**src/rtl/mfcs_pkg.sv**
```systemverilog
// Package for the MLP forward/cost statistics unit.
// Constants, command codes and control structs; no dependencies.
package mfcs_pkg;
  localparam int HIDDEN_UNITS = 5;
  localparam int SIGMOID_ENTRIES = 256;
  localparam int PARAM_DEPTH = 5 * HIDDEN_UNITS + 1;
  localparam int PAW = $clog2(PARAM_DEPTH);
  localparam int SAW = $clog2(SIGMOID_ENTRIES);
  localparam int SIG_SHIFT = 20 - SAW;

  localparam logic [2:0] CMD_LOAD_PARAM = 3'd0;
  localparam logic [2:0] CMD_LOAD_SIG   = 3'd1;
  localparam logic [2:0] CMD_EVAL       = 3'd2;
  localparam logic [2:0] CMD_FINISH     = 3'd3;
  localparam logic [2:0] CMD_CLEAR      = 3'd4;

  localparam logic CFG_COST_LIMIT = 1'b0;
  localparam logic CFG_PASS_RATIO = 1'b1;

  typedef struct packed {
    logic        req;
    logic [63:0] dividend;
    logic [31:0] divisor;
  } div_req_t;

  typedef struct packed {
    logic        done;
    logic [63:0] quotient;
  } div_rsp_t;

  function automatic logic [SAW-1:0] sig_index(input logic signed [63:0] arg);
    logic signed [63:0] a;
    logic [63:0] p;
    a = arg;
    if (a < -64'sd524288) a = -64'sd524288;
    if (a > 64'sd524287) a = 64'sd524287;
    p = 64'(a + 64'sd524288) >> SIG_SHIFT;
    return p[SAW-1:0];
  endfunction
endpackage

```
**src/rtl/mfcs_divider.sv**
```systemverilog
// Restoring radix-2 divider, 64 by 32 bits, one quotient bit per cycle.
// Depends on mfcs_pkg.
module mfcs_divider (
  input  logic               clk,
  input  logic               rst_n,
  input  mfcs_pkg::div_req_t req,
  output mfcs_pkg::div_rsp_t rsp
);
  logic [63:0] quo_r, quo_nxt;
  logic [32:0] rem_r, rem_nxt;
  logic [31:0] dvs_r, dvs_nxt;
  logic [6:0]  cnt_r, cnt_nxt;
  logic        busy_r, busy_nxt;
  logic        done_r, done_nxt;
  logic [32:0] sh;

  always_comb begin
    quo_nxt = quo_r; rem_nxt = rem_r; dvs_nxt = dvs_r; cnt_nxt = cnt_r;
    busy_nxt = busy_r; done_nxt = 1'b0;
    sh = {rem_r[31:0], quo_r[63]};
    if (req.req) begin
      quo_nxt = req.dividend; rem_nxt = '0; dvs_nxt = req.divisor;
      cnt_nxt = 7'd64; busy_nxt = 1'b1;
    end else if (busy_r) begin
      if (sh >= {1'b0, dvs_r}) begin
        rem_nxt = sh - {1'b0, dvs_r};
        quo_nxt = {quo_r[62:0], 1'b1};
      end else begin
        rem_nxt = sh;
        quo_nxt = {quo_r[62:0], 1'b0};
      end
      cnt_nxt = cnt_r - 7'd1;
      if (cnt_r == 7'd1) begin
        busy_nxt = 1'b0; done_nxt = 1'b1;
      end
    end
  end

  always_ff @(posedge clk) begin
    quo_r <= quo_nxt; rem_r <= rem_nxt; dvs_r <= dvs_nxt; cnt_r <= cnt_nxt;
    if (!rst_n) begin
      busy_r <= 1'b0; done_r <= 1'b0;
    end else begin
      busy_r <= busy_nxt; done_r <= done_nxt;
    end
  end

  assign rsp.done = done_r;
  assign rsp.quotient = quo_r;

  a_done_not_busy: assert property (@(posedge clk) disable iff (!rst_n)
    done_r |-> !busy_r) else $error("divider done while busy");
  a_busy_cnt: assert property (@(posedge clk) disable iff (!rst_n)
    busy_r |-> cnt_r != 7'd0) else $error("divider busy with zero count");
  a_done_follow: assert property (@(posedge clk) disable iff (!rst_n)
    $rose(done_r) |-> $past(busy_r)) else $error("done without work");
endmodule

```
**config.mk**
```make
export PLATFORM = sky130hd
export DESIGN_NAME = mfcs_divider
export DESIGN_NICKNAME = d
export VERILOG_FILES = /design/src/rtl/mfcs_pkg.sv /design/src/rtl/mfcs_divider.sv
export SDC_FILE = /design/constraint.sdc
export NUM_CORES = 1
export LEC_CHECK = 0
export BUFFER_PORTS_ARGS = -buffer_cell sky130_fd_sc_hd__buf_2
export CAP_MARGIN = 5
export CORE_MARGIN = 4
export CORE_UTILIZATION = 49
export DETAILED_ROUTE_END_ITERATION = 8
export HOLD_SLACK_MARGIN = 0.03
export PLACE_DENSITY = 0.76
export SYNTH_ARGS = -nofsm -noshare
export SYNTH_HDL_FRONTEND = slang
export SYNTH_SLANG_ARGS = --single-unit
```
**constraint.sdc**
```tcl
create_clock -name clk -period 2.8 [get_ports clk]
set_clock_uncertainty 0.1 [all_clocks]
set_input_delay 0.28 -clock clk [delete_from_list [all_inputs] [get_ports clk]]
set_output_delay 0.28 -clock clk [all_outputs]
set_load 0.05 [all_outputs]
```
* Word level (Yosys, flattened, before mapping)
Cells that the tools add are included.
** Word-level totals
- Logic and storage cells :: 22
- Bits in writable memories :: 0
- ROM bits :: 0
- Bits in registers :: 137
- Latch bits :: 0
- Memories kept :: 0
- Bits of input ports :: 99
** Cells by class
- Muxes and demuxes :: 8
- Equality and inequality tests :: 1
- Multiply operators :: 0
- Magnitude comparators :: 1
- $add $sub $neg :: 2
- Divide/modulo/power cells :: 0
- Shift operators :: 0
- Reduce and logical (&&, ||, !) cells :: 2
- Bitwise logic cells :: 2
** Operators by type and width (count)
- $mux W64 :: 2
- $ge A33 B32 Y1 :: 1
- $mux W32 :: 1
- $sub A32 B32 Y32 :: 1
- $eq A7 B1 Y1 const B :: 1
- $sub A7 B1 Y7 const B :: 1
- $mux W1 :: 5
- $reduce_or A3 Y1 :: 1
- $not A1 Y1 :: 2
- $reduce_bool A2 Y1 :: 1

* Longest topological paths before layout
Gate-level depths: netlist of the first run.
- Depth in word-level cells :: 4
- Mapped depth :: 12

* Least setup slack after synthesis of the first run
OpenSTA, ideal clock, no wires.
- Path type :: register to register
- Start point :: register quo_r[63]
- End point :: register rem_r[20]
- Required time :: 2609 ps
- Path buffers :: 0
- Cell stages (with the launch flop) :: 12
- Clock period less this slack :: 2962 ps
- Arrival :: 2771 ps
- Setup time :: 91 ps
- Setup slack :: -162 ps
- Cell sequence :: edfxtp_1 > inv_1 > ha_1 > fa_1 > nand2b_1 > a21oi_1 > o21ai_0 > o21ai_0 > a21boi_0 > xnor2_1 > o21ai_0 > a311oi_1
** On the way
- Word-level cells in the longest chain between the ends :: 2
** Ends and longest elaborated chain
- start, declared :: line mfcs_divider.sv:9 : logic [63:0] quo_r, quo_nxt;
- start signal, assigned :: line mfcs_divider.sv:40 : quo_r <= quo_nxt; rem_r <= rem_nxt; dvs_r <= dvs_nxt; cnt_r <= cnt_nxt;
- $sub A32 B32 Y32 or $ge A33 B32 Y1 (tied branches) :: line mfcs_divider.sv:26, mfcs_divider.sv:25
- $mux W32 * :: line mfcs_divider.sv:25 : if (sh >= {1'b0, dvs_r}) begin
- end signal, assigned :: line mfcs_divider.sv:40
- end, declared :: line mfcs_divider.sv:10 : logic [32:0] rem_r, rem_nxt;
Mark *: on every way between the ends. The rest lies on a longest branch, timed or not.
A chain may end at the register's enable or synchronous reset.

* Worst setup path after layout of the first run
- Start point :: register dvs_r[18]
- End point :: register rem_r[9]
** On the way
- Word-level cells in the longest chain between the ends :: 2
** Ends and longest elaborated chain
- start, declared :: line mfcs_divider.sv:11 : logic [31:0] dvs_r, dvs_nxt;
- start signal, assigned :: line mfcs_divider.sv:40
- $ge A33 B32 Y1 :: line mfcs_divider.sv:25
- $mux W32 :: line mfcs_divider.sv:25
Every way passes these cells.

==> flow_summary.json, run 1 <==
{
  "mostFrequentLayoutCells": "buf_2, edfxtp_1, nor2_1",
  "startpoint": "dvs_r[18]$_DFFE_PP_",
  "numCtsBuffers": 17,
  "via_count": 6638,
  "io_buffers": 163,
  "drv_slew": 0,
  "clockBufferDepth": 2,
  "endpoint_kind": "register",
  "finalSetupViolations": 4,
  "synth_flop_cell": "edfxtp_1",
  "die_h_um": 133,
  "synth_cells": 726,
  "grtUsageTotal": 0.226,
  "grt_pass1_wl_um": 32200,
  "maxSlewHeadroom": 0.596,
  "crit_chain": "inv_1 -> ha_4 -> a21oi_4 -> nor2_1 -> or3b_4 -> nor4b_4 -> nor3_4 -> o21ai_4 -> buf_12 -> buf_12 -> nand3_1 -> a311oi_2",
  "ant_nets": 0,
  "rsz0062_at_grt": "yes",
  "cpMostUsedCell": "buf_12",
  "overflow": 0,
  "p_per_area_nw_per_um2": 653,
  "cts_sinks": 137,
  "synth_enable_flop_cells": 96,
  "max_slew.worst_pin.slew_ns": 0.606,
  "violations": "negative setup slack",
  "clkPwrFrac": 0.337,
  "gp_congestion": 0.923,
  "power.internal_mw": 4.56,
  "r2r_start": "dvs_r[18]$_DFFE_PP_",
  "first_global_vias": 6712,
  "area_delta_synth_final_pct": 35.5,
  "fp-row-count": 45,
  "yosys_warnings": 0,
  "die_w_um": 133,
  "core_um2": 15300,
  "async_flop_share": 0,
  "htree_levels": 4,
  "drt-initial-drc-count": 572,
  "timing.fmax_mhz": 345,
  "critPathMaxFanout": 8,
  "ys_ff_latch": 137,
  "drtPass1Iterations": 5,
  "drc_errors": 0,
  "syn_area_um2": 7690,
  "n_antenna_cell": 0,
  "synthTopCellsByArea": "edfxtp_1, dfxtp_1, mux2_2, ha_1, nor2_1",
  "whs_ns": 0.0534,
  "wl_um": 20800,
  "worstReg2RegEnd": "rem_r[9]$_SDFFE_PP0P_",
  "ff2ff_path_depth": 12,
  "grt_max_degree": 48,
  "post_synth_num_cell_types": 69,
  "cts.clk_slew.worst_paths_ns": 0.06,
  "yosysTopAreaCellShare": 0.375,
  "crit_slowest_cell": "or3b_4",
  "seqPwrFrac": 0.371,
  "finish.net_count": 1102,
  "final.setup.worst_slack_ns": -0.0961,
  "dp_hpwl_um": 14400,
  "synth-seq-area-share": 0.481,
  "vdd_drop_max_v": 0.000457,
  "initial_core_util": 0.502,
  "synth_fp_nets": 860,
  "path_class": "register to register",
  "drive_gt1_frac": 0.394,
  "slowest_delay_ns": 0.42,
  "p_leak_nw": 4.38,
  "worstPathArrival_ns": 3.12,
  "required_ns": 3.02,
  "endpoint": "rem_r[9]$_SDFFE_PP0P_",
  "min_period_ns": 2.90,
  "hold_viol": 0,
  "cts_tree": "built",
  "hold_path_class": "input port to register",
  "yosys.area.top_type": "edfxtp_1",
  "antenna_found_initial": 0,
  "finalCritPeriodShare": 1.03,
  "r2r_slack_ns": -0.1,
  "dieArea_um2": 17800,
  "combPwrFrac": 0.291,
  "fin_util": 0.681,
  "post_drt_wl_per_cell_um": 17.4,
  "ios": 164,
  "syn_avg_cell_area_um2": 10.6,
  "insertion_delay_ns": 0.42,
  "p_sw_mw": 2.25,
  "cp-start-kind": "register",
  "worstHoldStart": "req[83]",
  "swShare": 0.330,
  "outcome": "finished, violations left",
  "clock-root-buffer": "clkbuf_16",
  "cap_violations": 0,
  "layout_commonest_cell": "buf_2",
  "drt-vias-per-instance": 5.57,
  "fin_total_pwr_mw": 6.81
}
## per-stage QoR
step	setup WS (ns)	instances	TNS, ns	instance area, µm²
final	-0.0961	1192	-0.135	10400
after global routing	-0.171	1192	-1.98	10400
after CTS	0.00514	1184	0	10100
after global placement	0.0264	1119	0	9090
after detailed placement	-0.0581	1119	-0.269	9090
after floorplan	0.0127	726	0	7710
## registers in the layout (all words and copies together) (netlist names)
register,count
cnt_r,7
dvs_r,32
rem_r,32
quo_r,64
done_r,1
busy_r,1
## power by group through the flow
stage	Sequential [mW]	Clock (mW)	Combinational, mW
final	2.53	2.30	1.98
after global placement	2.56	0	1.76
after floorplan	2.88	0	0.920
after detailed placement	2.56	0	1.79
after CTS	2.52	2.34	1.85
after global routing	2.55	2.43	2.13
## Yosys cell counts, types with 12 or more instances
cell type,instances
edfxtp_1,96
nor2_1,69
mux2_2,63
inv_1,51
dfxtp_1,41
o21ai_0,38
a21oi_1,37
nand3_1,37
ha_1,34
clkbuf_1,30
nand2_1,29
a311oi_1,25
xnor2_1,22
nor3_1,12
## routing by layer
metal  vias to the layer above  part of all wire  global-route usage
met2                       293              0.49               0.381
met5                         -                 0                   0
li1                       3180                 -                   -
met4                         0             0.023              0.0789
met1                      3121              0.40               0.275
met3                        44             0.086              0.0695
## critical path, delay by kind of cell (launching register included)
family,cells,cell delay [ns]
flip-flops,1,0.37
buffers and inverters,3,0.36
AND/OR/NAND/NOR,5,1.07
AO/OA/AOI/OAI,3,0.69
adder cells (fa/ha/maj),1,0.21
## worst min-delay path by stage
stage | slack [ns] | depth (start not counted) | endpoint
final | 0.05 | 2 | quo_r[51]$_DFFE_PP_
after global routing | 0.04 | 2 | quo_r[42]$_DFFE_PP_
after CTS | 0.04 | 2 | quo_r[17]$_DFFE_PP_
after detailed placement | 0.36 | 1 | dvs_r[5]$_DFFE_PP_
after global placement | 0.36 | 1 | dvs_r[31]$_DFFE_PP_
after floorplan | 0.28 | 0 | dvs_r[0]$_DFFE_PP_
## cell type report
type / instances / area, µm²
fill: 1188 / 4890
multi-input combinational: 495 / 3870
inverter: 51 / 191
timing repair buffer: 266 / 1790
clock inverter: 15 / 180
clock buffer: 17 / 425
tap: 211 / 264
sequential: 137 / 3700
## kinds of logic (layout without fill, tap and decap cells)
logic type | Yosys count | after routing | share of synthesized area
flops | 137 | 137 | 0.481
simple gates | 191 | 191 | 0.121
buf+inv | 94 | 349 | 0.0525
mux | 64 | 64 | 0.0935
compound gates | 176 | 176 | 0.161
xor+xnor | 29 | 29 | 0.0330
fa+ha+maj | 35 | 35 | 0.0579
## what timing repair did
action | 4_1_cts | 5_1_grt
pin swaps | 3 | 23
buffers inserted | 0 | 5
hold buffers | 33 | 0
endpoints found under the setup margin | 20 | 33
gates cloned | 0 | 3
gates resized for setup | 8 | 44
endpoints found under the hold margin | 34 | 0
(Power assumes the default switching activity.)
==> run 2: changes to the inputs <==
Settings changed: GPL_ROUTABILITY_DRIVEN set to 0, RECOVER_POWER set to 50.
==> run 2 against run 1 <==
Compared with the run above: the run now ends clean; largest cell class unchanged; count of clock-buffer cells in the layout unchanged; worst hold slack worse by 0.011 ns; core utilization about the same; maximum frequency up 4.0%.
==> flow_summary.json, run 2 (same netlist as run 1, synthesis figures left out) <==
{
  "ant_nets": 0,
  "grt_pass1_wl_um": 33100,
  "wl_um": 20800,
  "grt_max_degree": 82,
  "swShare": 0.347,
  "overflow": 0,
  "max_slew.worst_pin.slew_ns": 1.42,
  "drc_errors": 0,
  "mostFrequentLayoutCells": "buf_2, edfxtp_1, nor2_1",
  "drive_gt1_frac": 0.390,
  "dp_hpwl_um": 14400,
  "io_buffers": 163,
  "largest_reg_flops": 64,
  "maxSlewHeadroom": 0.0538,
  "cts_sinks": 137,
  "seqPwrFrac": 0.373,
  "drt-initial-drc-count": 455,
  "endpoint_kind": "register",
  "rsz0062_at_grt": "yes",
  "path_class": "register to register",
  "core_um2": 15300,
  "via_count": 6634,
  "hold_path_class": "input port to register",
  "first_global_vias": 6753,
  "post_drt_wl_per_cell_um": 17.4,
  "crit_chain": "ha_1 -> a21o_1 -> a211o_1 -> a211oi_1 -> a21oi_2 -> buf_4 -> o21ai_2 -> o21ai_0 -> o21ai_0 -> o22ai_2",
  "num-fill-cells": 1175,
  "area_delta_synth_final_pct": 35.6,
  "fin_total_pwr_mw": 6.76,
  "worstPathArrival_ns": 2.99,
  "vdd_drop_max_v": 0.000464,
  "slowest_delay_ns": 0.35,
  "clockBufferDepth": 2,
  "critPathMaxFanout": 3,
  "dieArea_um2": 17800,
  "min_period_ns": 2.79,
  "p_sw_mw": 2.35,
  "critPathTopFamily": "compound AO/OA/AOI/OAI gates",
  "grtUsageTotal": 0.232,
  "cts_tree": "built",
  "cp-start-kind": "register",
  "numCtsBuffers": 17,
  "final.setup.worst_slack_ns": 0.0144,
  "initial_core_util": 0.502,
  "combPwrFrac": 0.292,
  "multi_input_area_um2": 3860,
  "reg_top3": "quo_r (64), dvs_r (32), rem_r (32)",
  "p_per_area_nw_per_um2": 648,
  "clock-root-buffer": "clkbuf_16",
  "regArea_um2": 3700,
  "antenna_found_initial": 1,
  "finish.net_count": 1107,
  "outcome": "complete, no violations",
  "ios": 164,
  "clkPwrFrac": 0.336,
  "htree_levels": 4,
  "cpMostUsedCell": "o21ai_0",
  "detailedPlace.worstSlack_ns": -0.0501,
  "drv_slew": 0,
  "power.internal_mw": 4.41,
  "insertion_delay_ns": 0.44,
  "drtPass1Iterations": 5,
  "timing.fmax_mhz": 359,
  "fp-row-count": 45,
  "p_leak_nw": 4.38,
  "layout_commonest_cell": "buf_2",
  "drt-vias-per-instance": 5.54,
  "cap_violations": 0,
  "hold_viol": 0,
  "required_ns": 3.00,
  "finalCritPeriodShare": 0.995,
  "die_w_um": 133,
  "cts.clk_slew.worst_paths_ns": 0.07,
  "finalSetupViolations": 0,
  "regMostFlops": "quo_r",
  "path_buf_inv": 1,
  "crit_slowest_cell": "ha_1",
  "die_h_um": 133
}
-- run 2: routing by layer --
layer  up-vias  GRT usage  part of all wire
met4         0     0.0766             0.021
met1      3148      0.287              0.41
li1       3177          -                 -
met5         -          0                 0
met3        32     0.0744             0.078
met2       277      0.388              0.49
-- run 2: final timing paths --
path | slack (ns) | startpoint | to | depth (start not counted)
worst max-delay path | 0.01 | rem_r[10]$_SDFFE_PP0P_ | rem_r[30]$_SDFFE_PP0P_ | 10
worst min-delay path | 0.04 | req[83] | quo_r[51]$_DFFE_PP_ | 2
worst max register to register | 0.01 | rem_r[10]$_SDFFE_PP0P_ | rem_r[30]$_SDFFE_PP0P_ | 10
worst min register to register | 0.40 | cnt_r[1]$_SDFFE_PP0P_ | cnt_r[1]$_SDFFE_PP0P_ | 2
-- run 2: cell type report --
type / instances / area share
diodes: 1 / 0.000240
clock buffers: 17 / 0.0408
repair buffers: 271 / 0.172
flip-flops and latches: 137 / 0.355
multi-input cells: 495 / 0.370
well taps: 211 / 0.0253
inverters: 51 / 0.0184
clock inverters: 15 / 0.0184
-- run 2: stage by stage --
| stage | hold WS [ns] | utilization | std cells | instance area [µm²] | setup TNS, ns |
|---|---|---|---|---|---|
| 6_report | 0.0425 | 0.681 | 1198 | 10400 | 0 |
| 2_1_floorplan | 0.279 | - | 726 | 7710 | 0 |
| 4_1_cts | 0.0302 | 0.659 | 1187 | 10100 | -0.0147 |
| 3_3_place_gp | 0.357 | 0.593 | 1118 | 9090 | 0 |
| 3_5_place_dp | 0.358 | 0.593 | 1118 | 9090 | -0.373 |
| 5_1_grt | 0.0357 | 0.681 | 1198 | 10400 | -1.29 |
-- run 2: timing repair --
action                                  4_1_cts  5_1_grt
buffers inserted                              0        8
pin swaps                                     2       21
endpoints found under the hold margin        38        1
endpoints found under the setup margin       16       33
resized for setup                             5       56
cloned                                        0        1
hold buffers                                 37        1
-- run 2: power groups by stage --
stage	logic, mW	registers (mW)	clock network (mW)
after floorplan	0.920	2.88	0
after global routing	2.13	2.54	2.41
after detailed placement	1.79	2.55	0
final	1.97	2.52	2.27
after CTS	1.84	2.52	2.31
after global placement	1.76	2.55	0
